<file path="src/hw/rtl/texture_sampler_bilinear_macros.svh">
// assertion macros shared by the texture sampler rtl
// no dependencies; define NO_ASSERTIONS to compile them away
`ifndef TEXTURE_SAMPLER_BILINEAR_MACROS_SVH
`define TEXTURE_SAMPLER_BILINEAR_MACROS_SVH
`ifndef NO_ASSERTIONS
// same-cycle implication
`define TSB_ASSERT_IMP(label, clk, rstn, ante, cons, msg) \
    label: assert property (@(posedge clk) disable iff (!rstn) (ante) |-> (cons)) \
        else $error(msg);
// next-cycle implication
`define TSB_ASSERT_NEXT(label, clk, rstn, ante, cons, msg) \
    label: assert property (@(posedge clk) disable iff (!rstn) (ante) |=> (cons)) \
        else $error(msg);
`else
`define TSB_ASSERT_IMP(label, clk, rstn, ante, cons, msg)
`define TSB_ASSERT_NEXT(label, clk, rstn, ante, cons, msg)
`endif
`endif

</file>
<file path="src/hw/rtl/tsb_pkg.sv">
// shared types, constants and helper functions of the texture sampler
// no dependencies
package tsb_pkg;

    localparam int TEXEL_DEPTH = 65536;
    localparam int ADDR_W      = $clog2(TEXEL_DEPTH);
    localparam int MAX_DIM     = 256;
    localparam int DIM_W       = $clog2(MAX_DIM + 1);
    localparam int COORD_ONE   = 65536;
    localparam int HALF_TEXEL  = 32768;
    localparam longint ROUND_HALF = 64'h0000_0000_8000_0000;

    // register indexes (byte address divided by four)
    localparam logic [2:0] REG_EDGE_MODE       = 3'd0;
    localparam logic [2:0] REG_INTERP_MODE     = 3'd1;
    localparam logic [2:0] REG_TEX_WIDTH       = 3'd2;
    localparam logic [2:0] REG_TEX_HEIGHT      = 3'd3;
    localparam logic [2:0] REG_BYTES_PER_PIXEL = 3'd4;

    // item kinds
    localparam logic ACTION_WRITE  = 1'b0;
    localparam logic ACTION_SAMPLE = 1'b1;

    // address and filter modes
    localparam logic ADDR_WRAP      = 1'b0;
    localparam logic ADDR_CLAMP     = 1'b1;
    localparam logic FILTER_NEAREST = 1'b0;
    localparam logic FILTER_BILIN   = 1'b1;

    // corner codes: bit 0 picks x1, bit 1 picks y1
    localparam logic [1:0] CORNER_00 = 2'd0;
    localparam logic [1:0] CORNER_11 = 2'd3;

    typedef struct packed {
        logic             edge_mode;
        logic             interp_mode;
        logic [DIM_W-1:0] tex_width;
        logic [DIM_W-1:0] tex_height;
        logic [2:0]       bytes_per_pixel;
    } cfg_t;

    typedef struct packed {
        logic       wr;
        logic       capture;
        logic       mul;
        logic       fix;
        logic       rd_en;
        logic [1:0] rd_sel;
        logic       lat_en;
        logic [1:0] lat_sel;
        logic       lat_all;
        logic       horz;
        logic       vert_load;
    } cmd_t;

    // width or height as used: zero reads as one, large values saturate
    function automatic logic [DIM_W-1:0] dim_eff(input logic [DIM_W-1:0] d);
        logic [DIM_W-1:0] r;
        if (d == '0) begin
            r = DIM_W'(1);
        end else if (d > DIM_W'(MAX_DIM)) begin
            r = DIM_W'(MAX_DIM);
        end else begin
            r = d;
        end
        return r;
    endfunction

    // coordinate address mode: clamp to [0,1] or keep the fraction
    function automatic logic [16:0] coord_fix(input logic [31:0] raw, input logic clamp);
        logic [16:0] r;
        if (clamp == ADDR_CLAMP) begin
            if (raw[31]) begin
                r = '0;
            end else if ($signed(raw) > $signed(32'(COORD_ONE))) begin
                r = 17'(COORD_ONE);
            end else begin
                r = raw[16:0];
            end
        end else begin
            r = {1'b0, raw[15:0]};
        end
        return r;
    endfunction

    // integer texel position, one texel outside at most, wrapped or clamped
    function automatic logic [7:0] texel_fix(input logic signed [9:0] p,
                                             input logic [DIM_W-1:0] size,
                                             input logic clamp);
        logic signed [9:0] size_s;
        logic signed [9:0] r;
        size_s = $signed({1'b0, size});
        if (p < 0) begin
            r = (clamp == ADDR_CLAMP) ? 10'sd0 : size_s - 10'sd1;
        end else if (p >= size_s) begin
            r = (clamp == ADDR_CLAMP) ? size_s - 10'sd1 : p - size_s;
        end else begin
            r = p;
        end
        return r[7:0];
    endfunction

endpackage

</file>
<file path="src/hw/rtl/tsb_ctrl.sv">
// sequencer of the texture sampler: handshakes and datapath commands
// depends on tsb_pkg and texture_sampler_bilinear_macros.svh
`include "texture_sampler_bilinear_macros.svh"

module tsb_ctrl
    import tsb_pkg::*;
(
    input  logic aclk,
    input  logic aresetn,
    input  logic s_tvalid,
    output logic s_tready,
    input  logic s_action,
    output logic m_tvalid,
    input  logic m_tready,
    input  logic interp_mode,
    output cmd_t cmd
);

    localparam logic [2:0] ST_IDLE = 3'd0;
    localparam logic [2:0] ST_MUL  = 3'd1;
    localparam logic [2:0] ST_FIX  = 3'd2;
    localparam logic [2:0] ST_READ = 3'd3;
    localparam logic [2:0] ST_LAST = 3'd4;
    localparam logic [2:0] ST_HORZ = 3'd5;
    localparam logic [2:0] ST_VERT = 3'd6;

    logic [2:0] state_reg, state_next;
    logic [1:0] rd_cnt_reg, rd_cnt_next;
    logic       m_valid_reg, m_valid_next;
    logic       out_free;

    assign s_tready = (state_reg == ST_IDLE);
    assign m_tvalid = m_valid_reg;
    assign out_free = !m_valid_reg || m_tready;

    // next state and commands
    always_comb begin
        state_next   = state_reg;
        rd_cnt_next  = rd_cnt_reg;
        m_valid_next = m_valid_reg && !m_tready;
        cmd          = '0;
        case (state_reg)
            ST_IDLE: begin
                if (s_tvalid) begin
                    if (s_action == ACTION_SAMPLE) begin
                        cmd.capture = 1'b1;
                        state_next  = ST_MUL;
                    end else begin
                        cmd.wr = 1'b1;
                    end
                end
            end
            ST_MUL: begin
                cmd.mul    = 1'b1;
                state_next = ST_FIX;
            end
            ST_FIX: begin
                cmd.fix     = 1'b1;
                rd_cnt_next = CORNER_00;
                state_next  = ST_READ;
            end
            ST_READ: begin
                // issue one corner read, latch the corner of the previous read
                cmd.rd_en  = 1'b1;
                cmd.rd_sel = rd_cnt_reg;
                if (rd_cnt_reg != CORNER_00) begin
                    cmd.lat_en  = 1'b1;
                    cmd.lat_sel = rd_cnt_reg - 2'd1;
                end
                if (interp_mode == FILTER_NEAREST || rd_cnt_reg == CORNER_11) begin
                    state_next = ST_LAST;
                end else begin
                    rd_cnt_next = rd_cnt_reg + 2'd1;
                end
            end
            ST_LAST: begin
                cmd.lat_en  = 1'b1;
                cmd.lat_sel = rd_cnt_reg;
                cmd.lat_all = (interp_mode == FILTER_NEAREST);
                state_next  = ST_HORZ;
            end
            ST_HORZ: begin
                cmd.horz   = 1'b1;
                state_next = ST_VERT;
            end
            ST_VERT: begin
                if (out_free) begin
                    cmd.vert_load = 1'b1;
                    m_valid_next  = 1'b1;
                    state_next    = ST_IDLE;
                end
            end
            default: begin
                state_next = ST_IDLE;
            end
        endcase
    end

    // control registers
    always_ff @(posedge aclk) begin
        if (!aresetn) begin
            state_reg   <= ST_IDLE;
            rd_cnt_reg  <= CORNER_00;
            m_valid_reg <= 1'b0;
        end else begin
            state_reg   <= state_next;
            rd_cnt_reg  <= rd_cnt_next;
            m_valid_reg <= m_valid_next;
        end
    end

    `TSB_ASSERT_NEXT(a_sample_starts, aclk, aresetn,
        s_tvalid && s_tready && s_action == ACTION_SAMPLE, state_reg == ST_MUL,
        "accepted sample item did not start the sequence")
    `TSB_ASSERT_NEXT(a_write_stays_idle, aclk, aresetn,
        s_tvalid && s_tready && s_action == ACTION_WRITE, state_reg == ST_IDLE,
        "write item left the idle state")
    `TSB_ASSERT_NEXT(a_result_loaded, aclk, aresetn,
        state_reg == ST_VERT && out_free, m_valid_reg && state_reg == ST_IDLE,
        "finished sample did not reach the output register")

endmodule

</file>
<file path="config.mk">
export PLATFORM = sky130hd
export DESIGN_NAME = tsb_ctrl
export DESIGN_NICKNAME = d
export VERILOG_FILES = /design/src/hw/rtl/tsb_pkg.sv /design/src/hw/rtl/tsb_ctrl.sv
export VERILOG_INCLUDE_DIRS = /design/src /design/src/hw/rtl
export SDC_FILE = /design/constraint.sdc
export NUM_CORES = 1
export LEC_CHECK = 0
export CAP_MARGIN = 40
export CORE_AREA = 4 4 41 43
export CTS_CLUSTER_SIZE = 25
export DETAILED_ROUTE_END_ITERATION = 10
export DIE_AREA = 0 0 45 47
export DONT_BUFFER_PORTS = 1
export PLACE_DENSITY = 0.56
export SYNTH_ARGS = -nofsm -noshare
export SYNTH_HDL_FRONTEND = slang
export SYNTH_SLANG_ARGS = --single-unit
</file>
<file path="constraint.sdc">
create_clock -name aclk -period 2.05 [get_ports aclk]
set_input_delay 0.205 -clock aclk [delete_from_list [all_inputs] [get_ports aclk]]
set_output_delay 0.205 -clock aclk [all_outputs]
set_load 0.02 [all_outputs]
</file>
==> metrics.md <==
| Metric | Value |
|---|---|
| Sequential area share after synthesis | `25.3%` |
| Detailed-route wire length per cell | `12.6 um` |
| Relative slew margins | `57.0%` |
| YS warnings | `0` |
| IO Pins | `21` |
| Status | `completed` |
| Worst reg2reg path endpoint | `rd_cnt_reg[0]` |
| HP Start | `aresetn` |
| Post-Place Cells | `79` |
| Vias in the first global route | `381` |
| Initial antenna violation count | `0` |
| Slowest CP cell | `dfxtp_1` |
| Main flop type after synthesis | `dfxtp_1` |
| Most frequent cells in the layout | `nand2_1 (7), dfxtp_1 (6), inv_1 (5), nor2_1 (5), buf_4 (5)` |
| Worst R2R Setup Slack | `0.59 ns` |
| WS Path Type | `reg -> out` |
| PD cells | `496 nW/um2` |
| Share of flip-flops with an asynchronous set or reset | `0%` |
| Hpwl dp | `794 um` |
| Setup TNS | `0 ns` |
| Final Setup Violations | `0` |
| Final Net Count | `78` |
| Cells after synthesis | `63` |
| Post-Syn Area | `474 um2` |
| CTS tree | `yes` |
| Most common cell after layout, fill and taps aside | `nand2_1` |
| Crit end category | `primary output` |
| Drt pass-1 iters | `4` |
| Die Span X | `45 um` |
| Crit path time final | `1.90 ns` |
| Layout cells sized above 1 | `16.4%` |
| CTS Hold Bufs | `0` |
| All-Layer GR Usage | `11.2%` |
| Tcrit/Tclk final | `92.7%` |
| First-pass GRT wire length | `1.68 mm` |
| Core Region | `1300 um2` |
| Top routing layer used | `met4` |
| Setup ws final | `0.149 ns` |
| Root Buffer | `clkbuf_4` |
| Tightest Pin Transition | `0.638 ns` |
| Clk_skew | `0.000731 ns` |
| H-tree depth | `1` |
| Clock tree buffer depth | `2` |
| Detail Route met2 WL | `463 um` |
| P_leak | `0.207 nW` |
| Multi-input gate area | `304 um2` |
| CP peak stage delay | `0.55 ns` |
| Routability cong. | `0.730` |
| Die H | `47 um` |
| Worst vdd ir | `242 uV` |
| DRC viols | `0` |
| Reg clk slew, reported paths | `0.04 ns` |
| Hold-critical path depth | `1` |
| RSZ-0062 raised after global routing | `false` |
| Num rows | `13` |
| CTS Sinks | `6` |
| Pre-CTS setup slack | `0.420 ns` |
| Critical path required time | `1.85 ns` |
| Path depth of the worst reg2reg path | `4` |
| Dpl cell area | `505 um2` |
| Filler instances | `143` |
| CP Max Fanout | `14` |
| Starting Density | `36.4%` |
| Critical Path AT | `1.70 ns` |
| Final slew viol count | `0` |
| Number of flip-flops in the largest register | `3` |
| Antenna Violating Nets Remaining | `0` |
| Vias | `440` |
| Worst-Skew Late Latency | `0.24 ns` |
| Synth unique cells | `30` |
| WHS Endpoint | `state_reg[2]` |
| CP Cell Sequence | `and3b_1 -> inv_1 -> nor2_1` |
| Sequential cell area | `120 um2` |
| Met3 wire length | `72 um` |
| Via/cell ratio | `5.37` |
| Drt total wl | `1.04 mm` |
| Mapped Nets | `72` |
| Final hold slack | `0.115 ns` |
| Max-Cap Viols | `0` |
| Synth-to-Final Area Change | `11.3%` |
| Iteration-0 DRC Markers | `5` |
| Number of buffers created by CTS | `3` |
| Number of synthesized flops with an enable pin | `0` |
| Die footprint | `2120 um2` |
| Worst reg2reg startpoint | `rd_cnt_reg[0]` |
| Port buffer count | `0` |
| Largest net degree at the start of global routing | `15` |
| Fmax | `526 MHz` |
| Synth Area per Inst | `7.53 um2` |
| CTS resizes | `0` |
| Hold crit path type | `in -> reg` |
| Seq cells post-synth | `6` |
| Total gr overflow | `0` |
| Critical Path Source Type | `flip-flop` |
| Fin cells | `82` |
| DRT met1 WL | `476 um` |
| Fin area | `528 um2` |
| Post-CTS repair timing setup buffer count | `0` |
| Ant diodes | `0` |
| Final Hold Fails | `0` |
==> cell usage after synthesis (all sizes together), types with 2 or more instances <==
library cell	instances	area [um2]
nor2	5	18.8
nor3b	2	15.0
nor2b	3	18.8
buf	3	21.3
dfxtp	6	120
a21oi	4	20.0
inv	6	25.0
ha	3	37.5
o21ai	4	20.0
nand2	7	26.3
nand2b	3	18.8
==> worst max path at each step <==
stage	from	endpoint
3_3_place_gp	state_reg[1]	cmd[5]
6_report	state_reg[1]	cmd[7]
5_1_grt	state_reg[1]	cmd[5]
4_1_cts	state_reg[1]	cmd[7]
3_5_place_dp	state_reg[1]	cmd[7]
2_1_floorplan	state_reg[2]	cmd[2]
==> per-layer routing <==
metal,track usage [%],up-vias
li1,-,229
met1,13.4,193
met2,17.5,14
met3,2.30,4
met4,8.77,0
met5,0,-
==> worst max-delay path, delay by kind of cell (launching register included) <==
kind	cells	cell delay [ns]
DFF	1	0.55
and+or+nand+nor	2	0.79
buffers and inverters	1	0.12
==> cell type report <==
class | instances | area share, %
clock buffers | 3 | 4.27
multi-input cells | 47 | 57.6
inverters | 6 | 4.74
flip-flops and latches | 6 | 22.7
well taps | 15 | 3.55
repair buffers | 5 | 7.11
==> power by group <==
group | internal (mW) | switching, mW
combinational | 0.0112 | 0.0192
sequential | 0.119 | 0.00452
clock | 0.0662 | 0.0422
==> logic make-up (layout without fill, tap and decap cells) <==
family	count (synthesis)	in the layout	synth area share, %
AND/OR/NAND/NOR	29	29	33.5
flip-flops	6	6	25.3
buffers and inverters	10	14	10.6
AO/OA/AOI/OAI	15	15	22.7
adder cells (fa/ha/maj)	3	3	7.92
==> per-stage QoR <==
| step | utilization [%] | total power [mW] |
|---|---|---|
| 2_1_floorplan | - | 0.151 |
| 3_5_place_dp | 38.8 | 0.156 |
| 4_1_cts | 40.6 | 0.266 |
| 5_1_grt | 40.6 | 0.278 |
| 6_report | 40.6 | 0.262 |
| 3_3_place_gp | 38.8 | 0.156 |
Note: power is estimated with default switching activity, not from simulation.
